$ cat src/lbmp_pkg.sv
package lbmp_pkg;

  // field widths
  localparam int POS_W   = 16;
  localparam int DRIVE_W = 9;
  localparam int CFG_W   = 16;

  // limit range and pwm resolution
  localparam int POS_BITS = 10;
  localparam int PWM_BITS = 8;

  localparam logic [POS_BITS-1:0] POS_MAX = '1;
  localparam logic [PWM_BITS-1:0] PWM_MAX = '1;

  // stream word widths, padded to whole bytes
  localparam int S_TDATA_W = 32;
  localparam int M_TDATA_W = 24;

  // register indexes
  localparam int CFG_IDX_W = 2;
  localparam logic [CFG_IDX_W-1:0] REG_MIN_SEEK      = 2'd0;
  localparam logic [CFG_IDX_W-1:0] REG_MAX_SEEK      = 2'd1;
  localparam logic [CFG_IDX_W-1:0] REG_REVERSE_SENSE = 2'd2;
  localparam logic [CFG_IDX_W-1:0] REG_DRIVE_ENABLE  = 2'd3;

  // register reset values
  localparam logic [CFG_W-1:0] MIN_SEEK_RST = 16'd0;
  localparam logic [CFG_W-1:0] MAX_SEEK_RST = 16'd1023;

  // request kinds carried in tuser
  localparam logic REQ_DRIVE = 1'b0;
  localparam logic REQ_TICK  = 1'b1;

  typedef struct packed {
    logic [CFG_W-1:0] min_seek;
    logic [CFG_W-1:0] max_seek;
    logic             reverse_sense;
    logic             drive_enable;
  } cfg_t;

endpackage

$ cat src/lbmp_drive_calc.sv
module lbmp_drive_calc (
  input  lbmp_pkg::cfg_t                          cfg,
  input  logic [lbmp_pkg::POS_W-1:0]              position,
  input  logic signed [lbmp_pkg::DRIVE_W-1:0]     drive,
  output logic [lbmp_pkg::PWM_BITS-1:0]           cw_width,
  output logic [lbmp_pkg::PWM_BITS-1:0]           ccw_width
);

  logic [lbmp_pkg::POS_BITS-1:0] min_c;
  logic [lbmp_pkg::POS_BITS-1:0] max_c;
  logic [lbmp_pkg::POS_BITS-1:0] lo;
  logic [lbmp_pkg::POS_BITS-1:0] hi;
  logic [lbmp_pkg::DRIVE_W-1:0]  raw;
  logic [lbmp_pkg::DRIVE_W-1:0]  mag;
  logic [lbmp_pkg::PWM_BITS-1:0] sat;
  logic                          neg;
  logic                          pos_dir;
  logic                          blocked;

  // clamp the limits, swap and mirror them in reverse mode
  always_comb begin
    min_c = (cfg.min_seek > lbmp_pkg::POS_W'(lbmp_pkg::POS_MAX)) ?
            lbmp_pkg::POS_MAX : cfg.min_seek[lbmp_pkg::POS_BITS-1:0];
    max_c = (cfg.max_seek > lbmp_pkg::POS_W'(lbmp_pkg::POS_MAX)) ?
            lbmp_pkg::POS_MAX : cfg.max_seek[lbmp_pkg::POS_BITS-1:0];
    if (cfg.reverse_sense) begin
      lo = lbmp_pkg::POS_MAX - max_c;
      hi = lbmp_pkg::POS_MAX - min_c;
    end else begin
      lo = min_c;
      hi = max_c;
    end
  end

  // direction, limit gating and saturated magnitude
  always_comb begin
    raw     = drive;
    neg     = raw[lbmp_pkg::DRIVE_W-1];
    pos_dir = !neg && (|raw);
    blocked = !cfg.drive_enable
           || (neg && (position < lbmp_pkg::POS_W'(lo)))
           || (pos_dir && (position > lbmp_pkg::POS_W'(hi)));
    // -256 becomes 256 here, which fits the unsigned 9-bit range
    mag = neg ? lbmp_pkg::DRIVE_W'(~raw + lbmp_pkg::DRIVE_W'(1)) : raw;
    sat = (mag > lbmp_pkg::DRIVE_W'(lbmp_pkg::PWM_MAX)) ?
          lbmp_pkg::PWM_MAX : mag[lbmp_pkg::PWM_BITS-1:0];
    cw_width  = (!blocked && neg)     ? sat : '0;
    ccw_width = (!blocked && pos_dir) ? sat : '0;
  end

endmodule

$ cat src/limited_bidirectional_motor_pwm_core.sv
// Two-direction bridge PWM with soft position limits.
// Throughput: one word per cycle while m_tready does not stall the output; input
// register and result register form a two-stage pipeline and the widths and
// counter update in the second stage.
// Reset (rst, synchronous, active high) clears widths, counter and valids and
// loads the registers with min 0, max 1023, normal sense, drive enabled.
module limited_bidirectional_motor_pwm_core (
  input  logic                             clk,
  input  logic                             rst,
  input  logic                             s_tvalid,
  output logic                             s_tready,
  // position [15:0], drive [24:16], zero pad [31:25]
  input  logic [lbmp_pkg::S_TDATA_W-1:0]   s_tdata,
  // req_type
  input  logic                             s_tuser,
  output logic                             m_tvalid,
  input  logic                             m_tready,
  // cw_level [7:0], ccw_level [15:8], cw_pin [16], ccw_pin [17], zero pad [23:18]
  output logic [lbmp_pkg::M_TDATA_W-1:0]   m_tdata,
  input  logic                             cfg_valid,
  output logic                             cfg_ready,
  input  logic [lbmp_pkg::CFG_IDX_W-1:0]   cfg_index,
  input  logic [lbmp_pkg::CFG_W-1:0]       cfg_data
);

  lbmp_pkg::cfg_t cfg;

  logic                                   in_valid;
  logic                                   in_tick;
  logic [lbmp_pkg::POS_W-1:0]             in_position;
  logic signed [lbmp_pkg::DRIVE_W-1:0]    in_drive;

  logic [lbmp_pkg::PWM_BITS-1:0]          cw_store;
  logic [lbmp_pkg::PWM_BITS-1:0]          ccw_store;
  logic [lbmp_pkg::PWM_BITS-1:0]          pwm_count;

  logic [lbmp_pkg::PWM_BITS-1:0]          calc_cw;
  logic [lbmp_pkg::PWM_BITS-1:0]          calc_ccw;
  logic [lbmp_pkg::PWM_BITS-1:0]          cw_next;
  logic [lbmp_pkg::PWM_BITS-1:0]          ccw_next;

  logic [lbmp_pkg::PWM_BITS-1:0]          cw_level;
  logic [lbmp_pkg::PWM_BITS-1:0]          ccw_level;
  logic                                   cw_pin;
  logic                                   ccw_pin;

  logic                                   advance;

  // pipeline handshake
  assign advance  = in_valid && (!m_tvalid || m_tready);
  assign s_tready = !in_valid || advance;
  assign cfg_ready = 1'b1;

  // configuration registers
  always_ff @(posedge clk) begin
    if (rst) begin
      cfg.min_seek      <= lbmp_pkg::MIN_SEEK_RST;
      cfg.max_seek      <= lbmp_pkg::MAX_SEEK_RST;
      cfg.reverse_sense <= 1'b0;
      cfg.drive_enable  <= 1'b1;
    end else if (cfg_valid && cfg_ready) begin
      case (cfg_index)
        lbmp_pkg::REG_MIN_SEEK:      cfg.min_seek      <= cfg_data;
        lbmp_pkg::REG_MAX_SEEK:      cfg.max_seek      <= cfg_data;
        lbmp_pkg::REG_REVERSE_SENSE: cfg.reverse_sense <= cfg_data[0];
        lbmp_pkg::REG_DRIVE_ENABLE:  cfg.drive_enable  <= cfg_data[0];
        default: ;
      endcase
    end
  end

  // input register
  always_ff @(posedge clk) begin
    if (rst) begin
      in_valid <= 1'b0;
    end else if (s_tready) begin
      in_valid <= s_tvalid;
    end
  end

  always_ff @(posedge clk) begin
    if (s_tvalid && s_tready) begin
      in_tick     <= (s_tuser == lbmp_pkg::REQ_TICK);
      in_position <= s_tdata[lbmp_pkg::POS_W-1:0];
      in_drive    <= $signed(s_tdata[lbmp_pkg::POS_W +: lbmp_pkg::DRIVE_W]);
    end
  end

  lbmp_drive_calc u_drive_calc (
    .cfg       (cfg),
    .position  (in_position),
    .drive     (in_drive),
    .cw_width  (calc_cw),
    .ccw_width (calc_ccw)
  );

  // widths after this word: ticks keep the stored widths
  assign cw_next  = in_tick ? cw_store  : calc_cw;
  assign ccw_next = in_tick ? ccw_store : calc_ccw;

  // width and counter state
  always_ff @(posedge clk) begin
    if (rst) begin
      cw_store  <= '0;
      ccw_store <= '0;
      pwm_count <= '0;
    end else if (advance) begin
      cw_store  <= cw_next;
      ccw_store <= ccw_next;
      if (in_tick) begin
        pwm_count <= pwm_count + lbmp_pkg::PWM_BITS'(1);
      end
    end
  end

  // result register, pins from the counter before it advances
  always_ff @(posedge clk) begin
    if (rst) begin
      m_tvalid <= 1'b0;
    end else if (advance) begin
      m_tvalid <= 1'b1;
    end else if (m_tready) begin
      m_tvalid <= 1'b0;
    end
  end

  always_ff @(posedge clk) begin
    if (advance) begin
      cw_level  <= cw_next;
      ccw_level <= ccw_next;
      cw_pin    <= (pwm_count < cw_next);
      ccw_pin   <= (pwm_count < ccw_next);
    end
  end

  assign m_tdata = {(lbmp_pkg::M_TDATA_W - 2 * lbmp_pkg::PWM_BITS - 2)'(0),
                    ccw_pin, cw_pin, ccw_level, cw_level};

`ifndef SYNTHESIS
  // only one bridge half is ever driven
  a_one_direction: assert property (@(posedge clk) disable iff (rst)
    !((cw_store != '0) && (ccw_store != '0)))
    else $error("both bridge widths nonzero");

  // a pin can only be high with a nonzero width
  a_pin_width: assert property (@(posedge clk) disable iff (rst)
    m_tvalid && (cw_pin || ccw_pin) |->
      ((cw_pin && (cw_level != '0)) || (!cw_pin && (ccw_level != '0))))
    else $error("pin high with zero width");

  // counter steps by one on each tick
  a_count_step: assert property (@(posedge clk) disable iff (rst)
    advance && in_tick |=>
      pwm_count == lbmp_pkg::PWM_BITS'($past(pwm_count) + lbmp_pkg::PWM_BITS'(1)))
    else $error("pwm counter did not advance on tick");

  // disabled drive always stops the bridge
  a_disabled_stop: assert property (@(posedge clk) disable iff (rst)
    advance && !in_tick && !cfg.drive_enable |=>
      (cw_store == '0) && (ccw_store == '0))
    else $error("drive not stopped while disabled");
`endif

endmodule
$ cat config.mk
export PLATFORM = sky130hd
export DESIGN_NAME = limited_bidirectional_motor_pwm_core
export DESIGN_NICKNAME = d
export VERILOG_FILES = /design/src/lbmp_pkg.sv /design/src/lbmp_drive_calc.sv /design/src/limited_bidirectional_motor_pwm_core.sv
export SDC_FILE = /design/constraint.sdc
export NUM_CORES = 1
export LEC_CHECK = 0
export BUFFER_PORTS_ARGS = -buffer_cell sky130_fd_sc_hd__buf_4
export CAP_MARGIN = 20
export CORE_MARGIN = 2
export CORE_UTILIZATION = 55
export DETAILED_ROUTE_END_ITERATION = 8
export PLACE_DENSITY_LB_ADDON = 0.05
export SETUP_SLACK_MARGIN = 0.5
export SLEW_MARGIN = 20
export SYNTH_ARGS = -nofsm -noshare
export SYNTH_HDL_FRONTEND = slang
export SYNTH_SLANG_ARGS = --single-unit
export TNS_END_PERCENT = 100
$ cat constraint.sdc
create_clock -name clk -period 13.2 [get_ports clk]
set_input_delay 2.64 -clock clk [delete_from_list [all_inputs] [get_ports clk]]
set_output_delay 2.64 -clock clk [all_outputs]
set_load 0.01 [all_outputs]
# --- Yosys cells after proc, flatten, opt, wreduce, memory -nomap -nowiden ---
# Cells that the tools add are included.
# W data, S select, Z words.
word_totals:
  reg_bits: 104
  input_bits: 56
  word_cells: 67
  output_inout_bits: 27
classes:
  eq_ne: 3
  add_sub_neg: 4
  magnitude_cmp: 7
  bitwise: 1
  reduce_logical: 24
  muxes: 12
op_table:
  columns: ["cell", "n"]
  rows:
  - ["$mux W10", 4]
  - ["$mux W8", 5]
  - ["$gt A16 B10 Y1 const B", 2]
  - ["$sub A10 B10 Y10 const A", 2]
  - ["$gt A16 B10 Y1", 1]
  - ["$lt A16 B10 Y1", 1]
  - ["$lt A8 B8 Y1", 2]
  - ["$reduce_and A2 Y1", 5]
  - ["$add A9 B1 Y9 const B", 1]
  - ["$gt A9 B8 Y1 const B", 1]
  - ["$mux W9", 1]
  - ["$not A9 Y9", 1]
  - ["$reduce_or A9 Y1", 1]
  - ["$add A8 B1 Y8 const B", 1]
  - ["$logic_and A1 B1 Y1", 7]
  - ["$logic_not A1 Y1", 5]
  - ["$eq A2 B2 Y1 const B", 2]
  - ["$logic_or A1 B1 Y1", 4]
  - ["$eq A2 B1 Y1 const B", 1]
  - ["$logic_not A2 Y1", 1]
  - ["$mux W1", 2]
  - ["$reduce_bool A2 Y1", 1]

# --- Depth between registers and ports, before layout ---
# Gate-level depths: netlist of the first run.
depth:
  depth_word: 13
  ltp_mapped: 19
  ltp_nobuf: 17

# --- By module ---
# Synthesis of the first run repeated with hierarchy kept, for this count alone.
hier_totals:
  hier_cells: 547
  area_unflattened_um2: 5317.6
by_module_without_submodules:
  columns: ["mod", "area_each_um2", "instances", "cells_each", "seq_area_each_um2"]
  rows:
  - ["limited_bidirectional_motor_pwm_core", 4239.1, 1, 388, 2522.4]
  - ["lbmp_drive_calc", 1078.5, 1, 159, 0.0]

# --- Least setup slack after synthesis of the first run ---
# Ideal clock, no wire load.
synth_path:
  path_kind: "input-to-output"
  startpoint: "in m_tready"
  endpoint: "out s_tready"
  setup_slack_ps: 7596
  path_buffers: 0
  arrival_time_ps: 2964
  stages: 2
  t_required_ps: 10560
  path_cell_list: "nor2b_1 > nand2_1"
synth_via:
  elab_chain_len: 3
synth_rtl:
  columns: ["item", "line_no", "source"]
  rows:
  - ["start, declared", "limited_bidirectional_motor_pwm_core.sv:17", "input logic m_tready,"]
  - ["$logic_or A1 B1 Y1", "limited_bidirectional_motor_pwm_core.sv:50", "assign advance = in_valid && (!m_tvalid || m_tready);"]
  - ["$logic_and A1 B1 Y1", "limited_bidirectional_motor_pwm_core.sv:50", null]
  - ["$logic_or A1 B1 Y1", "limited_bidirectional_motor_pwm_core.sv:51", "assign s_tready = !in_valid || advance;"]
  - ["end, declared", "limited_bidirectional_motor_pwm_core.sv:11", "output logic s_tready,"]
# Every way passes these cells.

# --- Worst setup path in the final report of the first run ---
# Ends and elaborated chain as after synthesis.

==> impl_metrics.env, run 1 <==
export IMPL_firstDrtPassIters=4
export IMPL_synth_edf_count=44
export IMPL_antenna_found_initial=0
export IMPL_clock_path_buffers=2
export IMPL_power_frac_seq=0.560
export IMPL_clock_latency_ps=370
export IMPL_wl_met1_um=4770
export IMPL_cap_violations=0
export IMPL_avgViaCountPerCell=5.69
export IMPL_worst_slew_pin_slew_ps=1040
export IMPL_synth_top_area_share=0.251
export IMPL_netSwitchingFraction=0.273
export IMPL_power_density_nw_per_um2=107
export IMPL_synth_xor_area_frac=0.0116
export IMPL_clockRootBuffer="clkbuf_8"
export IMPL_arrival_ps=3260
export IMPL_holdCritPathClass="flip-flop to flip-flop"
export IMPL_ant_nets=0
export IMPL_async_reset_ff_frac=0
export IMPL_outcome="complete, no violations"
export IMPL_yosysSeqAreaShare=0.479
export IMPL_ys_ff_latch=104
export IMPL_synth_top_family_by_area="compound AO/OA/AOI/OAI gates"
export IMPL_yosys_area_top_type="edfxtp_1"
export IMPL_fin_ws_ps=7300
export IMPL_worst_clock_skew_ps=7.98
export IMPL_leakage_nw=2.38
export IMPL_ys_types=58
export IMPL_io_buffer_count=68
export IMPL_rsz0062_at_grt="no"
export IMPL_synthCells=549
export IMPL_dpl_hpwl_um=8200
export IMPL_cts_sinks=104
export IMPL_finalCritPeriodShare=0.447
export IMPL_synth_area_um2=5270
export IMPL_wl_met3_um=474
export IMPL_wl_um=11100
export IMPL_start_kind="primary input"
export IMPL_grt_pass1_wl_um=18000
export IMPL_grt_overflow_total=0
export IMPL_wl_met2_um=5570
export IMPL_ys_flop_type="dfxtp_1"
export IMPL_hold_buffers=0
export IMPL_fmax_mhz=169
export IMPL_htree_num_levels=3
export IMPL_multi_input_comb_area_um2=2500
export IMPL_highest_layer="met4"
export IMPL_final_setup_tns_ps=0
export IMPL_clockPowerShare=0.301
export IMPL_cell_internal_pwr_w=0.000463
export IMPL_grt_max_degree=64
export IMPL_fillerInstances=810
export IMPL_slew_viol_final=0
export IMPL_final_seq_area_um2=2520
export IMPL_vias=4134
export IMPL_switchingPower_w=0.000174
export IMPL_synth_area_leaders="edfxtp_1 25%, dfxtp_1 23%, ha_1 8.3%, nand2_1 6.1%, a21oi_1 3.5%"
export IMPL_cts_tree="built"
export IMPL_crit_required_ps=10560
export IMPL_end_kind="primary output"
export IMPL_drc=0
export IMPL_fin_crit_ps=5900
export IMPL_yosysWarnings=0
export IMPL_layout_drive_gt1_share=0.164
export IMPL_numCtsBuffers=9
export IMPL_max_slew_margin_rel=0.301
export IMPL_avgSynthCellArea_um2=9.60
export IMPL_criticalPathCategory="primary input to primary output"
export IMPL_ir_drop_mv=0.0525
export IMPL_io_pins=83
export IMPL_cts_clk_slew_worst_paths_ps=100
export IMPL_cts_resized=0
export IMPL_setup_viol=0
export IMPL_utilization=0.643
export IMPL_drtIter0Drc=182
export IMPL_post_drt_wl_per_cell_um=15.3
export IMPL_synth_compound_area_frac=0.192
export IMPL_initial_utilization=0.568
export IMPL_place_gp_congestion=0.809
export IMPL_dieArea_um2=10400
export IMPL_post_place_ws_ps=7300
export IMPL_finalHoldViolations=0
export IMPL_critPathMaxFanout=5
export IMPL_synth_fa_ha_area_frac=0.0831
export IMPL_muxShareOfSynthArea=0.00570
export IMPL_synth_simple_area_share=0.177
export IMPL_n_antenna_cell=0
export IMPL_die_y_um=102
export IMPL_num_nets_final=684
export IMPL_core_area_um2=9280
export IMPL_row_count=35
export IMPL_area_growth_pct=13.3
export IMPL_die_x_um=102
export IMPL_grt_pass1_vias=3836
export IMPL_comb_power_share=0.139
export IMPL_post_cts_buffers=0
export IMPL_track_usage=0.220
[synth_stat cells (all sizes together), types with 2 or more instances]
library cell   n
nand4          4
nand3b        19
o211ai         4
buf           14
o41ai          3
or3            2
a31o           2
edfxtp        44
a21o           4
ha            35
or3b           2
conb           2
a211o          2
a32oi          5
inv           17
o31ai         21
clkbuf        29
nand2b         6
mux2i          3
nand2         86
nor2b          2
o22ai          2
a22oi         13
o21a           5
o21ai         31
nand3          7
or4            3
nor4           3
a31oi          3
nor3           6
a211oi         3
o2111ai        2
a22o           7
dfxtp         60
or4b           2
a21oi         37
nor3b          3
xnor2          5
nor2          33
or2            3
a311oi         2
xor2           2
o31a           2
[cell type report]
cell class | count | share of cell area
Clock inverter | 5 | 0.00776
Multi-Input combinational cell | 390 | 0.419
Clock buffer | 11 | 0.0237
Timing Repair Buffer | 71 | 0.0893
Tap cell | 129 | 0.0270
Sequential cell | 104 | 0.423
Inverter | 17 | 0.0107
[power groups by stage]
stage,logic (W),registers [W],clock network (W)
after floorplan,0.0000606,0.000362,0
after global routing,0.0000989,0.000359,0.000208
final,0.0000887,0.000357,0.000192
after global placement,0.0000856,0.000364,0
after detailed placement,0.0000884,0.000364,0
after CTS,0.0000888,0.000357,0.000195
[sequential cells by signal (all words and copies together), names as in the netlist]
| name | cells |
|---|---|
| cfg | 34 |
| in_position | 16 |
| in_drive | 9 |
| ccw_level | 8 |
| ccw_store | 8 |
| cw_level | 8 |
| cw_store | 8 |
| pwm_count | 8 |
| ccw_pin | 1 |
| cw_pin | 1 |
| in_tick | 1 |
| in_valid | 1 |
| m_tvalid | 1 |
[layout by cell type, fill, tap and decap left out, types with 3 or more instances in the layout]
master and count:
a211oi_1 3, a21o_1 4, a21oi_1 37, a22o_1 7
a22oi_1 13, a31oi_1 3, a32oi_1 5, buf_4 71
clkbuf_8 10, conb_1 7, dfxtp_1 60, edfxtp_1 44
ha_1 35, inv_1 17, mux2i_1 3, nand2_1 86
nand2b_1 6, nand3_1 7, nand3b_1 19, nand4_1 4
nor2_1 33, nor3_1 6, nor3b_1 3, o211ai_1 4
o21a_1 5, o21ai_0 29, o31ai_1 21, o41ai_1 3
or2_2 3, or4_1 3, xnor2_1 5
[logic make-up after synthesis]
group | Yosys count
multiplexers | 3
XOR/XNOR | 7
AND/OR/NAND/NOR | 186
other | 2
flip-flops | 104
adder cells (fa/ha/maj) | 35
buffers and inverters | 60
AO/OA/AOI/OAI | 152
[routing by layer]
layer  global-route usage  vias up
met2                0.366      100
met5                    0        -
met4               0.0954        0
li1                     -     2072
met1                0.286     1936
met3               0.0335       26
[worst paths after layout]
kind,startpoint,endpoint,slack [ps],depth (start not counted)
worst max-delay path,m_tready,s_tready,7300,4
worst min-delay path,cfg[32],cfg[32],460,2
worst max register to register,cfg[30],cw_pin,7940,16
worst min register to register,cfg[32],cfg[32],460,2
[metrics by stage]
| stage | instances | hold WS (ps) | cell area, um^2 | total power (W) |
|---|---|---|---|---|
| after floorplan | 554 | 432 | 5290 | 0.000423 |
| after global routing | 727 | 486 | 5970 | 0.000665 |
| after CTS | 727 | 461 | 5970 | 0.000640 |
| after detailed placement | 711 | 448 | 5780 | 0.000453 |
| final | 727 | 458 | 5970 | 0.000637 |
| after global placement | 711 | 440 | 5780 | 0.000449 |
[critical path, stage by stage]
cell	delay [ps]
buf_4	110
nor2b_1	240
nand2_1	120
buf_4	160
Power figures use the tool's default switching activity.
==> run 2: changes to the inputs <==
--- a/config.mk
+++ b/config.mk
@@ -5,6 +5,7 @@
 export SDC_FILE = /design/constraint.sdc
 export NUM_CORES = 1
 export LEC_CHECK = 0
+export ABC_AREA = 1
 export BUFFER_PORTS_ARGS = -buffer_cell sky130_fd_sc_hd__buf_4
 export CAP_MARGIN = 20
 export CORE_MARGIN = 2
==> constraint.sdc (replaced) <==
create_clock -name clk -period 5.9 [get_ports clk]
set_input_delay 1.18 -clock clk [delete_from_list [all_inputs] [get_ports clk]]
set_output_delay 1.18 -clock clk [all_outputs]
set_load 0.01 [all_outputs]
==> run 2 against run 1 <==
Net effect: die area is 0.79% lower; clock skew grew 2.9 ps; cell count is 13% higher; largest cell class unchanged; largest power group unchanged; highest routed layer unchanged.
==> impl_metrics.env, run 2 <==
export IMPL_fin_crit_ps=4270
export IMPL_criticalPathCategory="flip-flop to flip-flop"
export IMPL_row_count=35
export IMPL_worst_clock_skew_ps=10.9
export IMPL_synth_top_cells_by_count="113 x nand2_1, 93 x inv_1, 71 x o21ai_0"
export IMPL_yosysWarnings=0
export IMPL_grt_pass1_vias=3837
export IMPL_crit_top_cell="nand2_1"
export IMPL_arrival_ps=4390
export IMPL_drc=0
export IMPL_cp_num_cells=22
export IMPL_hold_buffers=0
export IMPL_power_density_nw_per_um2=250
export IMPL_io_buffer_count=68
export IMPL_slowest_stage="nor2_1"
export IMPL_max_stage_delay_ps=640
export IMPL_outcome="complete, no violations"
export IMPL_clock_latency_ps=370
export IMPL_htree_num_levels=3
export IMPL_n_antenna_cell=0
export IMPL_area_growth_pct=14.5
export IMPL_end_kind="flip-flop"
export IMPL_ys_ff_latch=104
export IMPL_dpl_hpwl_um=7630
export IMPL_die_y_um=101
export IMPL_final_setup_tns_ps=0
export IMPL_async_reset_ff_frac=0
export IMPL_cts_resized=0
export IMPL_ys_types=35
export IMPL_crit_end="ccw_pin"
export IMPL_path_cells="or2_1, nor2_1, nand2_1, nand2_1, o21ai_0, ha_1, a21oi_1, o21ai_0, o21ai_0, nand3_1, nand3_1, nand2_1, inv_1, nand2_2, nor3_4, nand2_1, o21ai_2, inv_1, ha_1, nand2_1, o21ai_0, a21oi_1"
export IMPL_clockPowerShare=0.294
export IMPL_grt_pass1_wl_um=17300
export IMPL_layout_drive_gt1_share=0.153
export IMPL_dieArea_um2=10300
export IMPL_r2r_end="ccw_pin"
export IMPL_grt_overflow_total=0
export IMPL_final_common_cell="nand2_1"
export IMPL_start_kind="flip-flop"
export IMPL_switchingPower_w=0.000411
export IMPL_rr_worst_depth=22
export IMPL_post_cts_buffers=0
export IMPL_synth_area_leaders="edfxtp_1 25%, dfxtp_1 23%, ha_1 8.4%, nand2_1 8.1%, o21ai_0 6.8%"
export IMPL_largest_register="cfg"
export IMPL_drtIter0Drc=180
export IMPL_synth_area_um2=5230
export IMPL_clockRootBuffer="clkbuf_8"
export IMPL_setup_viol=0
export IMPL_crit_path_start="cfg[28]"
export IMPL_cts_sinks=104
export IMPL_synthCells=631
export IMPL_avgViaCountPerCell=5.04
export IMPL_firstDrtPassIters=4
export IMPL_die_x_um=101
export IMPL_power_frac_seq=0.543
export IMPL_largest_reg_flops=34
export IMPL_ant_nets=0
export IMPL_place_gp_congestion=0.896
export IMPL_reg_top3="cfg: 34 flops, in_position: 16 flops, in_drive: 9 flops"
export IMPL_finalHoldViolations=0
export IMPL_num_nets_final=779
export IMPL_cp_top_family="simple AND/OR/NAND/NOR gates"
export IMPL_utilization=0.648
export IMPL_max_slew_margin_rel=0.325
export IMPL_initial_utilization=0.565
export IMPL_synth_top_area_share=0.253
export IMPL_grt_max_degree=41
export IMPL_clock_path_buffers=2
export IMPL_yosysSeqAreaShare=0.483
export IMPL_avgSynthCellArea_um2=8.28
export IMPL_cell_internal_pwr_w=0.00109
export IMPL_antenna_found_initial=0
export IMPL_cts_tree="built"
export IMPL_slew_viol_final=0
export IMPL_r2r_setup_slack_ps=1630
export IMPL_reg2reg_from="cfg[28]"
export IMPL_cts_clk_slew_worst_paths_ps=90
export IMPL_wl_um=10500
export IMPL_core_area_um2=9240
export IMPL_finalCritPeriodShare=0.723
export IMPL_netSwitchingFraction=0.274
export IMPL_critPathMaxFanout=11
export IMPL_post_drt_wl_per_cell_um=12.7
export IMPL_fmax_mhz=234
export IMPL_holdCritPathClass="flip-flop to flip-flop"
export IMPL_ys_flop_type="dfxtp_1"
export IMPL_rsz0062_at_grt="no"
export IMPL_cap_violations=0
export IMPL_yosys_area_top_type="edfxtp_1"
export IMPL_track_usage=0.214
export IMPL_crit_required_ps=6030
export IMPL_crit_buf_inv=2
export IMPL_synth_edf_count=44
export IMPL_vias=4140
export IMPL_leakage_nw=2.68
export IMPL_numCtsBuffers=9
export IMPL_post_synth_top_count_cell="nand2_1"
export IMPL_worst_slew_pin_slew_ps=1010
export IMPL_mostFrequentLayoutCells="113 x nand2_1, 93 x inv_1, 71 x o21ai_0, 69 x buf_4, 59 x dfxtp_1"
export IMPL_io_pins=83
export IMPL_comb_power_share=0.163
export IMPL_ir_drop_mv=0.112
[run 2: changes by cell type after synthesis, moves of 7 or more]
cell and change:
clkbuf_1 -12, a21oi_1 +16, inv_1 +76, nand3b_1 -19
o31ai_1 -20, nand2_1 +27, a22o_1 -7, o21ai_0 +42
nand3_1 +15, nor2_1 +20, o21ai_2 +7, a22oi_1 -13
[run 2: worst min-delay path by stage]
stage,depth (start not counted),slack [ps],endpoint,from
after floorplan,2,420,cfg[10],cfg[10]
after global placement,2,430,cfg[8],cfg[8]
after detailed placement,2,450,cfg[3],cfg[3]
after CTS,2,460,cfg[24],cfg[24]
after global routing,2,490,cfg[11],cfg[11]
final,2,460,cfg[24],cfg[24]
[run 2: area by class of cell]
cell class                 instances  area [um^2]
inverter                          93          349
multi-input combinational        410         2230
fill                             790         3260
sequential                       104         2520
tap                              129          161
clock inverter                     5         57.6
timing repair buffer              70          533
clock buffer                      11          131
[run 2: tightest hold or removal path, delay by kind of cell (launching register included)]
kind | cells | cell delay (ps)
buffers and inverters | 1 | 60
AO/OA/AOI/OAI | 1 | 50
flip-flops | 1 | 310
[run 2: routing by layer]
metal | vias to the layer above | routed length [um] | global-route usage
met3 | 15 | 368 | 0.0290
li1 | 2173 | - | -
met2 | 91 | 4750 | 0.341
met5 | - | 0 | 0
met1 | 1861 | 5160 | 0.298
met4 | 0 | 176 | 0.0863
[run 2: power by group through the flow]
stage | Sequential, W | Combinational [W] | Clock [W]
floorplan | 0.000825 | 0.000167 | 0
global placement | 0.000828 | 0.000234 | 0
detailed placement | 0.000829 | 0.000242 | 0
CTS | 0.000813 | 0.000243 | 0.000445
global route | 0.000818 | 0.000283 | 0.000471
finish | 0.000813 | 0.000244 | 0.000440
[run 2: cell families (layout without fill, tap and decap cells)]
kind of cell | after synthesis | after routing | synth area share
AND/OR/NAND/NOR | 215 | 215 | 0.177
AO/OA/AOI/OAI | 147 | 147 | 0.151
buffers and inverters | 122 | 179 | 0.0943
flip-flops | 104 | 104 | 0.483
adder cells (fa/ha/maj) | 35 | 35 | 0.0838
XOR/XNOR | 6 | 6 | 0.0101
other | 2 | 7 | 0.00144
[run 2: stage by stage]
| stage | power (W) | cell area, um^2 | hold WS [ps] | setup WS [ps] | std cells |
|---|---|---|---|---|---|
| after floorplan | 0.000991 | 5240 | 421 | 2500 | 636 |
| after global placement | 0.00106 | 5780 | 434 | 1680 | 805 |
| after detailed placement | 0.00107 | 5780 | 446 | 1620 | 805 |
| after CTS | 0.00150 | 5970 | 462 | 1610 | 821 |
| after global routing | 0.00157 | 5980 | 488 | 1160 | 822 |
| final | 0.00150 | 5980 | 459 | 1630 | 822 |
==> run 3: changes to the inputs <==
==> constraint.sdc (replaced) <==
create_clock -name clk -period 4.5 [get_ports clk]
set_input_delay 0.9 -clock clk [delete_from_list [all_inputs] [get_ports clk]]
set_output_delay 0.9 -clock clk [all_outputs]
set_load 0.01 [all_outputs]
==> run 3 against run 2 <==
Net effect: largest cell class unchanged; global-route usage decreased by 0.37 points; utilization increased by 0.77 points; critical path type unchanged; first-iteration DRC count increased by 47%; cell count increased by 0.73%; clock-buffer cell count unchanged; worst hold slack got worse by 0.66 ps; clock skew increased by 6.0 ps; critical endpoint unchanged; worst setup slack got worse by 950 ps.
==> impl_metrics.env, run 3 (synthesis gave the netlist of run 2 again) <==
export IMPL_outcome="complete, no violations"
export IMPL_cts_sinks=104
export IMPL_numCtsBuffers=9
export IMPL_largest_reg_flops=34
export IMPL_ir_drop_mv=0.170
export IMPL_grt_max_degree=41
export IMPL_post_drt_wl_per_cell_um=12.7
export IMPL_utilization=0.655
export IMPL_max_slew_margin_rel=0.324
export IMPL_grt_pass1_wl_um=17100
export IMPL_row_count=35
export IMPL_num_nets_final=785
export IMPL_cts_tree="built"
export IMPL_reg_top3="cfg: 34 flops, in_position: 16 flops, in_drive: 9 flops"
export IMPL_critPathMaxFanout=4
export IMPL_fin_crit_ps=3810
export IMPL_rsz0062_at_grt="no"
export IMPL_slowest_stage="a2111oi_1"
export IMPL_fmax_mhz=262
export IMPL_firstDrtPassIters=5
export IMPL_setup_viol=0
export IMPL_cts_clk_slew_worst_paths_ps=110
export IMPL_start_kind="flip-flop"
export IMPL_largest_register="cfg"
export IMPL_io_buffer_count=68
export IMPL_path_cells="nor2_4, nand3_2, or2_2, o21ai_1, ha_1, a2111oi_1, nand3_1, nand3_1, nand2_1, inv_1, nand2_2, nor3_4, buf_4, nand3_2, o21ai_2, inv_1, ha_1, a21oi_1, o21ai_0, a21oi_2"
export IMPL_arrival_ps=3930
export IMPL_fin_ws_ps=688
export IMPL_drtIter0Drc=264
export IMPL_vias=4261
export IMPL_grt_use_met1=0.289
export IMPL_clockRootBuffer="clkbuf_8"
export IMPL_final_setup_tns_ps=0
export IMPL_dpl_hpwl_um=7600
export IMPL_place_gp_congestion=0.869
export IMPL_dieArea_um2=10300
export IMPL_drc=0
export IMPL_core_area_um2=9240
export IMPL_cap_violations=0
export IMPL_clock_path_buffers=2
export IMPL_power_density_nw_per_um2=320
export IMPL_n_antenna_cell=0
export IMPL_use_met2=0.332
export IMPL_post_place_ws_ps=556
export IMPL_power_w=0.00194
export IMPL_slew_viol_final=0
export IMPL_grt_overflow_total=0
export IMPL_finalCritPeriodShare=0.847
export IMPL_clock_latency_ps=370
export IMPL_crit_required_ps=4610
export IMPL_instances_no_fill=828
export IMPL_finalHoldViolations=0
export IMPL_max_stage_delay_ps=430
export IMPL_track_usage=0.211
export IMPL_htree_num_levels=3
export IMPL_mostFrequentLayoutCells="113 x nand2_1, 93 x inv_1, 74 x buf_4, 63 x o21ai_0, 60 x dfxtp_1"
export IMPL_worst_clock_skew_ps=17.0
export IMPL_leakage_nw=2.72
export IMPL_layout_drive_gt1_share=0.169
export IMPL_die_y_um=101
export IMPL_antenna_found_initial=0
export IMPL_worst_slew_pin_slew_ps=1010
export IMPL_hold_buffers=0
export IMPL_grt_pass1_vias=3782
export IMPL_busiest_layer="met2"
export IMPL_criticalPathCategory="flip-flop to flip-flop"
export IMPL_io_pins=83
export IMPL_initial_utilization=0.565
export IMPL_place_inst=808
export IMPL_die_x_um=101
export IMPL_wl_um=10500
export IMPL_final_common_cell="nand2_1"
export IMPL_avgViaCountPerCell=5.15
export IMPL_grtUsageMet3=0.0400
export IMPL_end_kind="flip-flop"
export IMPL_ant_nets=0
export IMPL_holdCritPathClass="flip-flop to flip-flop"
export IMPL_area_growth_pct=15.9
-- run 3: stage by stage --
stage | hold WS [ps] | instance area (um^2)
2_1_floorplan | 421 | 5240
3_3_place_gp | 434 | 5800
3_5_place_dp | 440 | 5800
4_1_cts | 465 | 5980
5_1_grt | 494 | 6060
6_report | 458 | 6060
-- run 3: critical path, delay by kind of cell (launching register included) --
family | cells | cell delay [ps]
buffers and inverters | 3 | 360
and+or+nand+nor | 9 | 1280
adders and majority gates | 2 | 560
AOI/OAI and AO/OA | 6 | 1020
DFF | 1 | 350
-- run 3: report_power, final --
part           switching (W)  internal (W)  leakage (nW)  total [W]
combinational       0.000204      0.000138          1.73   0.000342
sequential         0.0000243       0.00104         0.919    0.00106
clock               0.000324      0.000207        0.0777   0.000531
-- run 3: timing repair --
item | CTS | global route
setup endpoints to repair | 0 | 2
buffers inserted | 0 | 3
gates resized for setup | 0 | 21
-- run 3: layer usage --
metal / wire length [um] / vias to the layer above
met5: 0 / -
met4: 203 / 0
met3: 448 / 16
met2: 4760 / 119
met1: 5120 / 1934
li1: - / 2192
-- run 3: final cells by class --
type,count,area (um^2)
multi-input combinational,411,2280
tap,129,161
clock buffer,11,131
timing repair buffer,75,567
sequential,104,2520
inverter,93,349
clock inverter,5,42.5
fill,758,3180
-- run 3: final timing paths --
| kind | startpoint | endpoint | slack [ps] | cells past startpoint |
|---|---|---|---|---|
| setup / recovery | cfg[15] | ccw_pin | 690 | 20 |
| hold / removal | cfg[21] | cfg[21] | 460 | 2 |
| setup reg to reg | cfg[15] | ccw_pin | 690 | 20 |
| hold reg to reg | cfg[21] | cfg[21] | 460 | 2 |
